[src/design/dwd_pkg.sv]
`timescale 1ns / 1ps
package dwd_pkg;

    // Mode codes carried on the input tuser
    localparam logic [1:0] MODE_LOAD  = 2'd0;
    localparam logic [1:0] MODE_BEGIN = 2'd1;
    localparam logic [1:0] MODE_DRAW  = 2'd2;

    // Work kinds handed from the front to the back
    localparam logic [1:0] KIND_LOAD   = 2'd0;
    localparam logic [1:0] KIND_BEGIN  = 2'd1;
    localparam logic [1:0] KIND_DRAW   = 2'd2;
    localparam logic [1:0] KIND_REFUSE = 2'd3;

    // Result status codes
    localparam logic [1:0] STAT_OK      = 2'd0;
    localparam logic [1:0] STAT_DRAWN   = 2'd1;
    localparam logic [1:0] STAT_REFUSED = 2'd2;

    // Configuration register indexes
    localparam logic [7:0] CFG_ENTRY_COUNT = 8'd0;
    localparam logic [7:0] CFG_SAMPLE_SIZE = 8'd1;

    typedef struct packed {
        logic [1:0]  kind;
        logic [5:0]  index;
        logic [15:0] weight;
        logic [31:0] uniform;
    } dwd_item_t;

endpackage

[src/design/dwd_ram.sv]
`timescale 1ns / 1ps
module dwd_ram #(
    parameter int DATA_W = 16,
    parameter int DEPTH  = 64
) (
    input  logic                     clk,
    input  logic                     we,
    input  logic [$clog2(DEPTH)-1:0] waddr,
    input  logic [DATA_W-1:0]        wdata,
    input  logic                     re,
    input  logic [$clog2(DEPTH)-1:0] raddr,
    output logic [DATA_W-1:0]        rdata
);

    logic [DATA_W-1:0] mem [DEPTH];

    always_ff @(posedge clk) begin
        if (we) begin
            mem[waddr] <= wdata;
        end
        if (re) begin
            rdata <= mem[raddr];
        end
    end

endmodule

[src/design/dwd_front.sv]
`timescale 1ns / 1ps
module dwd_front import dwd_pkg::*; #(
    parameter int MAX_ENTRIES = 64,
    parameter int WEIGHT_BITS = 16
) (
    input  logic        aclk,
    input  logic        aresetn,
    input  logic        s_valid,
    output logic        s_ready,
    input  logic [1:0]  s_mode,
    input  logic [5:0]  s_index,
    input  logic [15:0] s_weight,
    input  logic [31:0] s_uniform,
    input  logic        clearing,
    output logic        q_valid,
    output dwd_item_t   q_item,
    input  logic        q_pop
);

    logic [WEIGHT_BITS+15:0] w_ext;
    logic                    w_zero;
    logic                    idx_ok;
    dwd_item_t               in_item;
    dwd_item_t               ent_reg [2];
    logic                    wr_ptr_reg, wr_ptr_next;
    logic                    rd_ptr_reg, rd_ptr_next;
    logic [1:0]              cnt_reg, cnt_next;
    logic                    push;

    assign w_ext  = {{WEIGHT_BITS{1'b0}}, s_weight};
    assign w_zero = (w_ext[WEIGHT_BITS-1:0] == '0);
    assign idx_ok = (32'(s_index) < MAX_ENTRIES);

    // Classify the item
    always_comb begin
        in_item.index   = s_index;
        in_item.weight  = s_weight;
        in_item.uniform = s_uniform;
        unique case (s_mode)
            MODE_LOAD:  in_item.kind = (!w_zero && idx_ok) ? KIND_LOAD : KIND_REFUSE;
            MODE_BEGIN: in_item.kind = KIND_BEGIN;
            MODE_DRAW:  in_item.kind = KIND_DRAW;
            default:    in_item.kind = KIND_REFUSE;
        endcase
    end

    assign s_ready = (cnt_reg != 2'd2) && !clearing;
    assign push    = s_valid && s_ready;
    assign q_valid = (cnt_reg != 2'd0);
    assign q_item  = ent_reg[rd_ptr_reg];

    always_comb begin
        wr_ptr_next = push  ? ~wr_ptr_reg : wr_ptr_reg;
        rd_ptr_next = q_pop ? ~rd_ptr_reg : rd_ptr_reg;
        cnt_next    = cnt_reg + 2'(push) - 2'(q_pop);
    end

    always_ff @(posedge aclk) begin
        if (!aresetn) begin
            wr_ptr_reg <= 1'b0;
            rd_ptr_reg <= 1'b0;
            cnt_reg    <= 2'd0;
        end else begin
            wr_ptr_reg <= wr_ptr_next;
            rd_ptr_reg <= rd_ptr_next;
            cnt_reg    <= cnt_next;
        end
    end

    always_ff @(posedge aclk) begin
        if (push) begin
            ent_reg[wr_ptr_reg] <= in_item;
        end
    end

endmodule

[src/design/dwd_back.sv]
`timescale 1ns / 1ps
module dwd_back import dwd_pkg::*; #(
    parameter int MAX_ENTRIES  = 64,
    parameter int WEIGHT_BITS  = 16,
    parameter int UNIFORM_BITS = 32
) (
    input  logic       aclk,
    input  logic       aresetn,
    input  logic [6:0] entry_count,
    input  logic [6:0] sample_size,
    input  logic       q_valid,
    input  dwd_item_t  q_item,
    output logic       q_pop,
    output logic       clearing,
    input  logic       m_ready,
    output logic       m_valid,
    output logic [5:0] m_index,
    output logic [1:0] m_status,
    output logic       m_done
);

    localparam int AW  = $clog2(MAX_ENTRIES);
    localparam int CW  = $clog2(MAX_ENTRIES + 1);
    localparam int SW  = WEIGHT_BITS + AW;
    localparam int PW  = SW + UNIFORM_BITS;
    localparam int UCW = $clog2(UNIFORM_BITS + 1);

    localparam logic [2:0] S_CLEAR = 3'd0;
    localparam logic [2:0] S_IDLE  = 3'd1;
    localparam logic [2:0] S_SUM   = 3'd2;
    localparam logic [2:0] S_MUL   = 3'd3;
    localparam logic [2:0] S_THR   = 3'd4;
    localparam logic [2:0] S_SCAN  = 3'd5;

    logic [2:0]             state_reg, state_next;
    logic [CW-1:0]          ptr_reg, ptr_next;
    logic                   rd_vld_reg, rd_vld_next;
    logic [AW-1:0]          rd_idx_reg, rd_idx_next;
    logic [PW-1:0]          acc_reg, acc_next;
    logic [UNIFORM_BITS-1:0] u_reg, u_next;
    logic [UCW-1:0]         mcnt_reg, mcnt_next;
    logic [SW-1:0]          rem_reg, rem_next;
    logic [SW-1:0]          th_reg, th_next;
    logic [SW-1:0]          run_reg, run_next;
    logic [6:0]             draws_reg, draws_next;
    logic [MAX_ENTRIES-1:0] marks_reg, marks_next;
    logic                   have_prev_reg, have_prev_next;
    logic [WEIGHT_BITS-1:0] pw_reg, pw_next;
    logic [AW-1:0]          pi_reg, pi_next;
    logic                   best_vld_reg, best_vld_next;
    logic [WEIGHT_BITS-1:0] bw_reg, bw_next;
    logic [AW-1:0]          bi_reg, bi_next;
    logic                   res_valid_reg, res_valid_next;
    logic [5:0]             res_idx_reg, res_idx_next;
    logic [1:0]             res_st_reg, res_st_next;
    logic                   res_done_reg, res_done_next;

    logic [CW-1:0]          n_use;
    logic                   issuing;
    logic                   pass_done;
    logic                   ram_we;
    logic [AW-1:0]          ram_waddr;
    logic [WEIGHT_BITS-1:0] ram_wdata;
    logic [WEIGHT_BITS-1:0] rd_data;
    logic [WEIGHT_BITS+15:0] w_ext;
    logic [WEIGHT_BITS-1:0] load_w;
    logic [AW+5:0]          idx_ext;
    logic [AW+5:0]          sel_ext;
    logic                   cand;
    logic [SW-1:0]          run_sum;
    logic [SW:0]            th_calc;
    logic [SW-1:0]          bw_ext;
    logic [6:0]             draws_inc;

    assign n_use     = (32'(entry_count) > MAX_ENTRIES) ? CW'(MAX_ENTRIES) : CW'(entry_count);
    assign issuing   = ((state_reg == S_SUM) || (state_reg == S_SCAN)) && (ptr_reg != n_use);
    assign pass_done = !issuing && !rd_vld_reg;
    assign clearing  = (state_reg == S_CLEAR);

    assign w_ext   = {{WEIGHT_BITS{1'b0}}, q_item.weight};
    assign load_w  = w_ext[WEIGHT_BITS-1:0];
    assign idx_ext = {{AW{1'b0}}, q_item.index};
    assign sel_ext = {6'd0, bi_reg};
    assign bw_ext  = SW'(bw_reg);
    assign run_sum = run_reg + bw_ext;
    assign draws_inc = draws_reg + 7'd1;
    assign th_calc = {1'b0, acc_reg[PW-1:UNIFORM_BITS]} + (SW+1)'(|acc_reg[UNIFORM_BITS-1:0]);

    assign cand = rd_vld_reg && !marks_reg[rd_idx_reg] && (rd_data != '0) &&
                  (!have_prev_reg || (rd_data < pw_reg) ||
                   ((rd_data == pw_reg) && (rd_idx_reg > pi_reg)));

    dwd_ram #(
        .DATA_W (WEIGHT_BITS),
        .DEPTH  (MAX_ENTRIES)
    ) u_ram (
        .clk   (aclk),
        .we    (ram_we),
        .waddr (ram_waddr),
        .wdata (ram_wdata),
        .re    (issuing),
        .raddr (ptr_reg[AW-1:0]),
        .rdata (rd_data)
    );

    always_comb begin
        state_next     = state_reg;
        ptr_next       = ptr_reg;
        rd_vld_next    = issuing;
        rd_idx_next    = ptr_reg[AW-1:0];
        acc_next       = acc_reg;
        u_next         = u_reg;
        mcnt_next      = mcnt_reg;
        rem_next       = rem_reg;
        th_next        = th_reg;
        run_next       = run_reg;
        draws_next     = draws_reg;
        marks_next     = marks_reg;
        have_prev_next = have_prev_reg;
        pw_next        = pw_reg;
        pi_next        = pi_reg;
        best_vld_next  = best_vld_reg;
        bw_next        = bw_reg;
        bi_next        = bi_reg;
        res_valid_next = res_valid_reg && !m_ready;
        res_idx_next   = res_idx_reg;
        res_st_next    = res_st_reg;
        res_done_next  = res_done_reg;
        q_pop          = 1'b0;
        ram_we         = 1'b0;
        ram_waddr      = idx_ext[AW-1:0];
        ram_wdata      = load_w;

        if (issuing) begin
            ptr_next = ptr_reg + CW'(1);
        end

        unique case (state_reg)
            S_CLEAR: begin
                ram_we    = 1'b1;
                ram_waddr = ptr_reg[AW-1:0];
                ram_wdata = '0;
                ptr_next  = ptr_reg + CW'(1);
                if (ptr_reg == CW'(MAX_ENTRIES - 1)) begin
                    ptr_next   = '0;
                    state_next = S_IDLE;
                end
            end
            S_IDLE: begin
                if (q_valid && (!res_valid_reg || m_ready)) begin
                    q_pop        = 1'b1;
                    res_idx_next = 6'd0;
                    res_done_next = 1'b0;
                    unique case (q_item.kind)
                        KIND_LOAD: begin
                            ram_we         = 1'b1;
                            res_valid_next = 1'b1;
                            res_st_next    = STAT_OK;
                        end
                        KIND_BEGIN: begin
                            ptr_next   = '0;
                            acc_next   = '0;
                            state_next = S_SUM;
                        end
                        KIND_DRAW: begin
                            if ((draws_reg < sample_size) && (rem_reg != '0)) begin
                                acc_next   = '0;
                                u_next     = q_item.uniform[UNIFORM_BITS-1:0];
                                mcnt_next  = '0;
                                state_next = S_MUL;
                            end else begin
                                res_valid_next = 1'b1;
                                res_st_next    = STAT_REFUSED;
                            end
                        end
                        default: begin
                            res_valid_next = 1'b1;
                            res_st_next    = STAT_REFUSED;
                        end
                    endcase
                end
            end
            S_SUM: begin
                if (rd_vld_reg) begin
                    acc_next = acc_reg + PW'(rd_data);
                end
                if (pass_done) begin
                    rem_next       = acc_reg[SW-1:0];
                    draws_next     = 7'd0;
                    marks_next     = '0;
                    res_valid_next = 1'b1;
                    res_st_next    = STAT_OK;
                    state_next     = S_IDLE;
                end
            end
            S_MUL: begin
                acc_next  = {acc_reg[PW-2:0], 1'b0} +
                            (u_reg[UNIFORM_BITS-1] ? PW'(rem_reg) : '0);
                u_next    = u_reg << 1;
                mcnt_next = mcnt_reg + UCW'(1);
                if (mcnt_reg == UCW'(UNIFORM_BITS - 1)) begin
                    state_next = S_THR;
                end
            end
            S_THR: begin
                th_next        = th_calc[SW-1:0];
                ptr_next       = '0;
                run_next       = '0;
                have_prev_next = 1'b0;
                best_vld_next  = 1'b0;
                state_next     = S_SCAN;
            end
            S_SCAN: begin
                if (cand && (!best_vld_reg || (rd_data > bw_reg))) begin
                    best_vld_next = 1'b1;
                    bw_next       = rd_data;
                    bi_next       = rd_idx_reg;
                end
                if (pass_done) begin
                    if (!best_vld_reg) begin
                        res_valid_next = 1'b1;
                        res_st_next    = STAT_REFUSED;
                        state_next     = S_IDLE;
                    end else if (run_sum >= th_reg) begin
                        marks_next[bi_reg] = 1'b1;
                        rem_next       = (rem_reg > bw_ext) ? rem_reg - bw_ext : '0;
                        draws_next     = draws_inc;
                        res_valid_next = 1'b1;
                        res_st_next    = STAT_DRAWN;
                        res_idx_next   = sel_ext[5:0];
                        res_done_next  = (draws_inc == sample_size);
                        state_next     = S_IDLE;
                    end else begin
                        run_next       = run_sum;
                        have_prev_next = 1'b1;
                        pw_next        = bw_reg;
                        pi_next        = bi_reg;
                        best_vld_next  = 1'b0;
                        ptr_next       = '0;
                    end
                end
            end
            default: begin
                state_next = S_IDLE;
            end
        endcase
    end

    always_ff @(posedge aclk) begin
        if (!aresetn) begin
            state_reg     <= S_CLEAR;
            ptr_reg       <= '0;
            rd_vld_reg    <= 1'b0;
            rem_reg       <= '0;
            draws_reg     <= 7'd0;
            marks_reg     <= '0;
            res_valid_reg <= 1'b0;
        end else begin
            state_reg     <= state_next;
            ptr_reg       <= ptr_next;
            rd_vld_reg    <= rd_vld_next;
            rem_reg       <= rem_next;
            draws_reg     <= draws_next;
            marks_reg     <= marks_next;
            res_valid_reg <= res_valid_next;
        end
    end

    always_ff @(posedge aclk) begin
        rd_idx_reg    <= rd_idx_next;
        acc_reg       <= acc_next;
        u_reg         <= u_next;
        mcnt_reg      <= mcnt_next;
        th_reg        <= th_next;
        run_reg       <= run_next;
        have_prev_reg <= have_prev_next;
        pw_reg        <= pw_next;
        pi_reg        <= pi_next;
        best_vld_reg  <= best_vld_next;
        bw_reg        <= bw_next;
        bi_reg        <= bi_next;
        res_idx_reg   <= res_idx_next;
        res_st_reg    <= res_st_next;
        res_done_reg  <= res_done_next;
    end

    assign m_valid  = res_valid_reg;
    assign m_index  = res_idx_reg;
    assign m_status = res_st_reg;
    assign m_done   = res_done_reg;

endmodule

[src/design/weighted_draw_without_replacement_unit.sv]
`timescale 1ns / 1ps
// Operation: load and refused items are answered from the idle state; begin sums the
//   n entries in use; draw runs a bit-serial threshold multiply on the uniform, then
//   one scan of the n entries per weight-ordered step, up to n steps.
// Throughput: one item at a time in the back end; the weight memory read port
//   (one entry per cycle) sets the scan time. The front queue holds two items.
// Reset: synchronous, active low; afterwards a clearing pass over all MAX_ENTRIES entries
//   zeroes the weight memory, with s_tready low until it ends.
module weighted_draw_without_replacement_unit import dwd_pkg::*; #(
    parameter int MAX_ENTRIES  = 64,
    parameter int WEIGHT_BITS  = 16,
    parameter int UNIFORM_BITS = 32
) (
    input  logic        aclk,
    input  logic        aresetn,
    // input stream
    input  logic        s_tvalid,
    output logic        s_tready,
    input  logic [55:0] s_tdata,    // entry_index[5:0], weight[21:6], uniform[53:22], zero pad
    input  logic [1:0]  s_tuser,    // mode
    // result stream
    output logic        m_tvalid,
    input  logic        m_tready,
    output logic [7:0]  m_tdata,    // selected_index[5:0], zero pad
    output logic [1:0]  m_tuser,    // status
    output logic        m_tlast,    // sample_done
    // configuration writes
    input  logic        cfg_wr_en,
    input  logic [7:0]  cfg_index,
    input  logic [6:0]  cfg_wr_data
);

    logic [6:0] entry_count_reg, entry_count_next;
    logic [6:0] sample_size_reg, sample_size_next;
    logic       q_valid;
    dwd_item_t  q_item;
    logic       q_pop;
    logic       clearing;
    logic [5:0] res_index;

    // Configuration registers; writes to unknown indexes are dropped
    always_comb begin
        entry_count_next = entry_count_reg;
        sample_size_next = sample_size_reg;
        if (cfg_wr_en) begin
            unique case (cfg_index)
                CFG_ENTRY_COUNT: entry_count_next = cfg_wr_data;
                CFG_SAMPLE_SIZE: sample_size_next = cfg_wr_data;
                default: ;
            endcase
        end
    end

    always_ff @(posedge aclk) begin
        if (!aresetn) begin
            entry_count_reg <= 7'd64;
            sample_size_reg <= 7'd1;
        end else begin
            entry_count_reg <= entry_count_next;
            sample_size_reg <= sample_size_next;
        end
    end

    // Front end: classify each transaction and hold it in a two-deep queue
    dwd_front #(
        .MAX_ENTRIES (MAX_ENTRIES),
        .WEIGHT_BITS (WEIGHT_BITS)
    ) u_front (
        .aclk      (aclk),
        .aresetn   (aresetn),
        .s_valid   (s_tvalid),
        .s_ready   (s_tready),
        .s_mode    (s_tuser),
        .s_index   (s_tdata[5:0]),
        .s_weight  (s_tdata[21:6]),
        .s_uniform (s_tdata[53:22]),
        .clearing  (clearing),
        .q_valid   (q_valid),
        .q_item    (q_item),
        .q_pop     (q_pop)
    );

    // Back end: weight memory, sum, threshold multiply and ordered scan
    dwd_back #(
        .MAX_ENTRIES  (MAX_ENTRIES),
        .WEIGHT_BITS  (WEIGHT_BITS),
        .UNIFORM_BITS (UNIFORM_BITS)
    ) u_back (
        .aclk        (aclk),
        .aresetn     (aresetn),
        .entry_count (entry_count_reg),
        .sample_size (sample_size_reg),
        .q_valid     (q_valid),
        .q_item      (q_item),
        .q_pop       (q_pop),
        .clearing    (clearing),
        .m_ready     (m_tready),
        .m_valid     (m_tvalid),
        .m_index     (res_index),
        .m_status    (m_tuser),
        .m_done      (m_tlast)
    );

    assign m_tdata = {2'b00, res_index};

endmodule
[config.mk]
export PLATFORM = sky130hd
export DESIGN_NAME = weighted_draw_without_replacement_unit
export DESIGN_NICKNAME = d
export VERILOG_FILES = /design/src/design/dwd_pkg.sv /design/src/design/dwd_ram.sv /design/src/design/dwd_front.sv /design/src/design/dwd_back.sv /design/src/design/weighted_draw_without_replacement_unit.sv
export SDC_FILE = /design/constraint.sdc
export NUM_CORES = 2
export LEC_CHECK = 0
export ABC_CLOCK_PERIOD_IN_PS = 11900
export BUFFER_PORTS_ARGS = -buffer_cell sky130_fd_sc_hd__clkbuf_2
export CAP_MARGIN = 20
export CORE_MARGIN = 8
export CORE_UTILIZATION = 40
export DETAILED_ROUTE_END_ITERATION = 6
export MAX_ROUTING_LAYER = met4
export PLACE_DENSITY = 0.52
export SLEW_MARGIN = 20
export SYNTH_ARGS = -nofsm -noshare
export SYNTH_HDL_FRONTEND = slang
export SYNTH_SLANG_ARGS = --single-unit
export TNS_END_PERCENT = 100
[constraint.sdc]
create_clock -name aclk -period 11.9 [get_ports aclk]
set_clock_uncertainty 0.15 [all_clocks]
set_input_delay 0 -clock aclk [delete_from_list [all_inputs] [get_ports aclk]]
set_output_delay 0 -clock aclk [all_outputs]
set_load 0.1 [all_outputs]
# [Word-level counts from Yosys, hierarchy flattened]
# Memories as Yosys holds them, arrays and structs flattened. A register that Yosys moved wholly into a read port is not among the register bits.
# Cells that the tools add are included.
[classes] add_sub_neg=10 magnitude_cmp=10 n_eq_ne=32 n_mux=107 bitwise=4 n_reduce_logical=52
[op_table] operator="2-to-1 mux 64 bit" count=4
[op_table] operator="2-to-1 mux 22 bit" count=9
[op_table] operator="2-to-1 mux 54 bit" count=3
[op_table] operator="case mux 54 bit (3 select lines)" count=1
[op_table] operator="case mux 64 bit (2 select lines)" count=1
[op_table] operator="case mux 54 bit (2 select lines)" count=1
[op_table] operator="2-to-1 mux 32 bit" count=3
[op_table] operator="case mux 22 bit (2 select lines)" count=2
[op_table] operator="2-to-1 mux 7 bit" count=12
[op_table] operator="bitwise OR 64 bit" count=1
[op_table] operator="case mux 32 bit (2 select lines)" count=1
[op_table] operator="adder 54 x 16 -> 54 bit" count=1
[op_table] operator="adder 54 bit" count=1
[op_table] operator="2-to-1 mux 6 bit" count=8
[op_table] operator="OR reduction 32 bit" count=1
[op_table] operator="2-to-1 mux 1 bit" count=29
[op_table] operator="case mux 7 bit (4 select lines)" count=1
[op_table] operator="2-to-1 mux 3 bit" count=8
[op_table] operator="case mux 6 bit (2 select lines)" count=2
[op_table] operator="adder 22 x 1 -> 22 bit" count=1
[op_table] operator="adder 22 x 16 -> 22 bit" count=1
[op_table] operator="greater-or-equal comparator 22 bit" count=1
[op_table] operator="greater-than comparator 22 x 16 -> 1 bit" count=1
[op_table] operator="nonzero test 22 bit" count=1
[op_table] operator="53 further kinds" count=121
[word_totals] register_bits=320 ram_bits=1136 elab_cells=244 n_memories=2
[memory_table] memory="u_back.u_ram.mem" words=64 width=16 read_ports=1 rd_ports_with_merged_regs=1 wr=1 line="dwd_ram.sv:15" source="logic [DATA_W-1:0] mem [DEPTH];"
[memory_table] memory="u_front.ent_reg" words=2 width=56 read_ports=1 rd_ports_with_merged_regs=1 wr=1 line="dwd_front.sv:24" source="dwd_item_t ent_reg [2];"

# [Logic depth before layout (Yosys ltp)]
[depth] ltp_word=12 mapped_depth=20 depth_no_buf=18

# [Cells and area by module]
# Synthesis repeated with hierarchy kept, for this count alone.
[hier_totals] cells_unflattened=4184 hier_area_um2=64531.9
[modules_own_cells] mod="dwd_ram" instances=1 cells_each=1820 area_each_um2=40138.5
[modules_own_cells] mod="dwd_back" instances=1 cells_each=2093 area_each_um2=19467.4
[modules_own_cells] mod="dwd_front" instances=1 cells_each=208 area_each_um2=4329.2
[modules_own_cells] mod="weighted_draw_without_replacement_unit" instances=1 cells_each=63 area_each_um2=596.8

# [Worst setup path before layout]
# OpenSTA, ideal clock, no wires.
[synth_timing] path_kind="flip-flop to flip-flop" from="reg u_back.bw_reg[0]" to="reg u_back.have_prev_reg (enable)" arrival_time_ns=5.471 required_time_ns=11.339 setup_slack_ns=5.868 stages_incl_launch_ff=18 path_cell_list="edfxtp_1 ha_1 fa_1 a211o_1 a2111oi_0 o21ai_0 a41oi_1 o21ai_0 nand4_1 xnor2_1 ha_1 nand3_1 nor2_1 a2111oi_0 nor2_1 o31ai_2 nand3_1 a21oi_1"
[synth_via] elab_chain_len=4
[synth_rtl] item="start, declared" line="dwd_back.sv:51" source="logic [WEIGHT_BITS-1:0] bw_reg, bw_next;"
[synth_rtl] item="start signal, assigned" line="dwd_back.sv:280" source="bw_reg <= bw_next;"
[synth_rtl] item="adder 22 x 16 -> 22 bit" line="dwd_back.sv:85" source="assign run_sum = run_reg + bw_ext;"
[synth_rtl] item="named net u_back.run_sum[18]" line="dwd_back.sv:70" source="logic [SW-1:0] run_sum;"
[synth_rtl] item="greater-or-equal comparator 22 bit" line="dwd_back.sv:224" source="end else if (run_sum >= th_reg) begin"
[synth_rtl] item="!= test 2 bit (no source line)"
[synth_rtl] item="AND reduction 4 bit (no source line)"
[synth_rtl] item="end signal, assigned" line="dwd_back.sv:276" source="have_prev_reg <= have_prev_next;"
[synth_rtl] item="end, declared" line="dwd_back.sv:47" source="logic have_prev_reg, have_prev_next;"
# The timed path passes the listed nets, and every way through them passes these cells.
# A chain may end at the register's enable or synchronous reset.

# [Worst setup path after layout]
[layout_timing] from="reg u_back.bw_reg[0]" to="reg u_back.rem_reg[2]"
[layout_rtl] item="adder 22 x 16 -> 22 bit" line="dwd_back.sv:85"
[layout_rtl] item="named net u_back.run_sum[16]" line="dwd_back.sv:70"
[layout_rtl] item="greater-or-equal comparator 22 bit" line="dwd_back.sv:224"
[layout_rtl] item="!= test 2 bit (no source line)"
[layout_rtl] item="AND reduction 5 bit (no source line)"
[layout_rtl] item="end signal, assigned" line="dwd_back.sv:262" source="rem_reg <= rem_next;"
[layout_rtl] item="end, declared" line="dwd_back.sv:42" source="logic [SW-1:0] rem_reg, rem_next;"
# The timed path passes the listed nets, and every way through them passes these cells. The select of a mux whose other input is x is not followed.

==> results.txt <==
The final weighted congestion of routability-driven global placement came out at approximately 0.83. During I/O placement, the number of pins put on the boundary was 91. A synthesized cell averages 16.5 um2. The buffer and inverter count on the worst path is 1. In this run the most critical hold path is launched from cfg_wr_data[5].

The y dimension of the die is 415 um. The part of the power in combinational logic came out at 3.2%. The first-pass GRT wire length is 243,000 um. Of the available clock period, the critical path in the final layout requires between 50% and 60%. The portion of total power attributed to the clock network is 45.3%. The HPWL after detailed placement is 100,000 um.

For the worst setup path, the data arrival time is 7130 ps. Ranked by total cell area, the synthesized netlist is headed by edfxtp_1 (63%), mux4_2 (13%), dfxtp_1 (4.1%), ha_1 (2.9%), nor2_1 (1.5%). The fraction of power spent switching nets came out at 21.0%. TritonCTS built the clock tree. Among all cell types in the netlist, the one instantiated most often is edfxtp_1. The net count of the finished layout is roughly 4,400. In the final routed layout, each cell accounts on average for 26.0 um. The number of setup buffers added after CTS is 0. After floorplanning, the core was divided into 146 placement rows. The cell that appears most often on the critical path is o21ai_0. The clock net in this run drives a total of 1,473 sinks. The path class of the tightest hold or removal check is input port to flip-flop. The synthesized netlist devotes 2.36% of its cell area to XOR and XNOR gates.

The master of the slowest instance on the critical path is nor4_4. The startpoint of the worst register-to-register path is u_back.bw_reg[0]$_DFFE_PP_. Detailed routing inserted a total of around 35,000 vias. The maximum frequency from static timing analysis is around 150 MHz. The power consumption is 10.9 mW.

In this run the worst setup path begins at u_back.bw_reg[0]$_DFFE_PP_. The sum of negative setup slack came out at 0 ps. The critical path is of the flip-flop to flip-flop type. The proportion of layout cells with a drive suffix above 1 came out at 20.5%.

The number of violations of the max-capacitance limit is 0. The largest total area in the synthesized netlist belongs to edfxtp_1. The routed wire length is 165,000 um. Setup repair after global routing left no endpoint under its margin. The largest family of logic cells by synthesized area is multiplexers. Per report_power, the sequential group accounts for 51.6% of the total. The number of H-tree levels came out at 4. The later pin in the worst-skew pair is clocked with a latency of 780 ps. The biggest cell delay along the critical path came out at 720 ps. The floorplan core area is 158,000 um2.

In this run, synthesis produced a sequential element count of 1,473. The share of synthesized registers carrying an async set or reset came out at 0%. In this run the tightest slew margin relative to its limit is 23.4%.

The most instantiated flip-flop cell in the synthesis netlist is edfxtp_1. The count of hold buffers inserted by post-cts repair came out at ~140. The width of the die is 415 um. The design internal power is 8.60 mW.

The commonest cells after synthesis are edfxtp_1 (1,343), mux4_2 (356), nor2_1 (253), nand2_1 (167), ha_1 (146). The final period demand of the worst path is 6600 ps. The final number of setup-violating endpoints is 0. Counting the buffers created by CTS gives roughly 160.

The fraction of the yosys area taken by sequential cells is 67.5%. The run finished with clean final reports. Once detail routing completed, the nets flagged for antenna violations numbered 0. The max-slew violation count came out at 0.

The number of antenna violations at the first check in global routing is 15. The area share of fa/ha/maj cells after synthesis is under 10%. The number of DRC violations after detailed routing is 0. The number of flip-flops in the largest register is 1,024. The maximum vdd ir drop came out at 153 uV.

The signal on the critical path passes through ha_1, fa_1, a211o_1, a2111oi_0, o21ai_0, a41oi_1, o21ai_0, a21oi_1, a31oi_1, ha_1, nand3_1, or4_4, o211ai_1, o31ai_2, buf_4, nor4_4, nand2_1, o21ai_0. The total count of hold-check failures in the final report is 0. The compound-gate portion of the synthesized area is 5.32%. For this design the static power due to leakage is about 26 nW.

The power dissipated by switching net loads is approximately 2.3 mW. The number of enable flip-flop cells after synthesis came out at 1,343. Relative to the synthesized area, the layout overhead comes to 15.8%. The length of the first detailed-routing pass in iterations is 5. The number of standard cells after synthesis came out at 3,842.

The number of gates given a new drive strength after cts is 0. STA classifies the critical path endpoint as a flip-flop. The multiplexer fraction of the synthesized cell area came out at 13.8%.

The number of global-route vias before repair is 35,700. The cell area after synthesis came out at 63,600 um2. For this run, the number of Yosys warnings is 0.

The starting density of the core is 40.2%. The share of synthesized area in the top cell type comes to a little under two thirds. In this run the clock root is driven by a clkbuf_16. The power per cell area is approximately 150 nW/um2. The count of unique library cells instantiated by Yosys came out at 81. The die covers 172,000 um2.

For the pin with the worst max-slew slack, the measured transition is 1140 ps. Buffers placed on the I/O ports in this run total 86. In this run the worst path has a maximum fanout of 14. The number of vias per cell after detailed routing is 5.58. In this run, the number of DRC markers left after iteration 0 of detailed routing was 2,747. The overflow left after global routing is 0. Summing the areas of all and, or, nand and nor instances in the mapped netlist gives 6.16% of the synthesized area. The combined global-route utilization of all metal layers is 19.3%. The deepest clock path buffer count is 3. The pin count of the biggest net entering global routing is 93. The dominant delay contributor by cell family on the critical path is compound AO/OA/AOI/OAI gates. The clock input transition at the sequential cells of the worst setup and hold paths is 60 ps. The worst setup path is launched from a flip-flop. The worst path required time came out at 12,430 ps.
per-layer routing:
| layer | track usage (%) | vias to the layer above | part of all wire (%) | routed length (um) |
|---|---|---|---|---|
| met4 | 5.06 | 0 | 2.5 | 4080 |
| li1 | - | 15900 | - | - |
| met3 | 2.66 | 243 | 4.4 | 7250 |
| met2 | 31.9 | 851 | 50 | 82700 |
| met1 | 25.3 | 18500 | 43 | 71300 |
| met5 | - | - | 0 | 0 |
cells in the final DEF, fill, tap and decap left out, types with 56 or more instances in the layout:
| cell type | netlist | final |
|---|---|---|
| mux2i_1 | 72 | 72 |
| nand2_1 | 167 | 166 |
| nand3_1 | 60 | 60 |
| ha_1 | 146 | 146 |
| o21ai_0 | 94 | 94 |
| xor2_1 | 75 | 75 |
| dfxtp_1 | 130 | 124 |
| edfxtp_1 | 1343 | 1343 |
| clkbuf_16 | 0 | 163 |
| xnor2_1 | 96 | 96 |
| dlygate4sd3_1 | 0 | 141 |
| buf_4 | 6 | 110 |
| clkbuf_2 | 0 | 86 |
| inv_1 | 98 | 97 |
| a21oi_1 | 120 | 118 |
| nor3_1 | 56 | 56 |
| mux4_2 | 356 | 356 |
| nor2_1 | 253 | 192 |
cell families (layout without fill, tap and decap cells):
logic type                 Yosys count  after routing
other                                1              6
buffers and inverters              293            727
muxes                              429            429
adders and majority gates          150            150
and+or+nand+nor                    800            800
AOI/OAI and AO/OA                  525            525
xor gates and xnor gates           171            171
DFF                               1473           1473
worst min-delay path: stages:
cell and delay, ps:
dlygate4sd3_1 530, clkbuf_2 180, mux2i_1 90, nor2_1 80
final cells by class:
cell class | instances | area [um2]
Tap cell | 2072 | 2590
Multi-Input combinational cell | 2077 | 19800
Antenna cell | 4 | 10.0
Inverter | 98 | 368
Clock inverter | 86 | 940
Sequential cell | 1473 | 43000
Clock buffer | 204 | 4260
Fill cell | 13600 | 84600
Timing Repair Buffer | 339 | 2710
metrics by stage:
| stage | worst slack [ps] | cells | cell area [um2] | hold slack (ps) | util [%] |
|---|---|---|---|---|---|
| after CTS | 5290 | 6349 | 73600 | 2.05 | 46.5 |
| after global routing | 4900 | 6350 | 73600 | 35.8 | 46.5 |
| after floorplan | 5870 | 3843 | 63600 | -51.1 | - |
| final | 5300 | 6353 | 73600 | 33.6 | 46.5 |
| after detailed placement | 5300 | 5918 | 67000 | 44.1 | 42.3 |
| after global placement | 5320 | 5918 | 67000 | 39.7 | 42.3 |
final timing paths:
kind | end | slack, ps | cells past startpoint
worst max-delay path | u_back.rem_reg[2]$_SDFFE_PN0P_ | 5300 | 18
worst min register to register | u_back.marks_reg[18]$_SDFFE_PN0P_ | 310 | 2
worst min-delay path | entry_count_reg[5]$_SDFFE_PN0P_ | 30 | 4
worst max register to register | u_back.rem_reg[2]$_SDFFE_PN0P_ | 5300 | 18
power by group through the flow:
stage | sequential [mW] | clock [mW] | combinational [mW]
finish | 5.61 | 4.93 | 0.346
global route | 5.61 | 5.23 | 0.367
CTS | 5.61 | 5.05 | 0.355
detailed placement | 5.72 | 0 | 0.319
global placement | 5.72 | 0 | 0.318
floorplan | 5.71 | 0 | 0.211
Note: power is estimated with default switching activity, not from simulation.
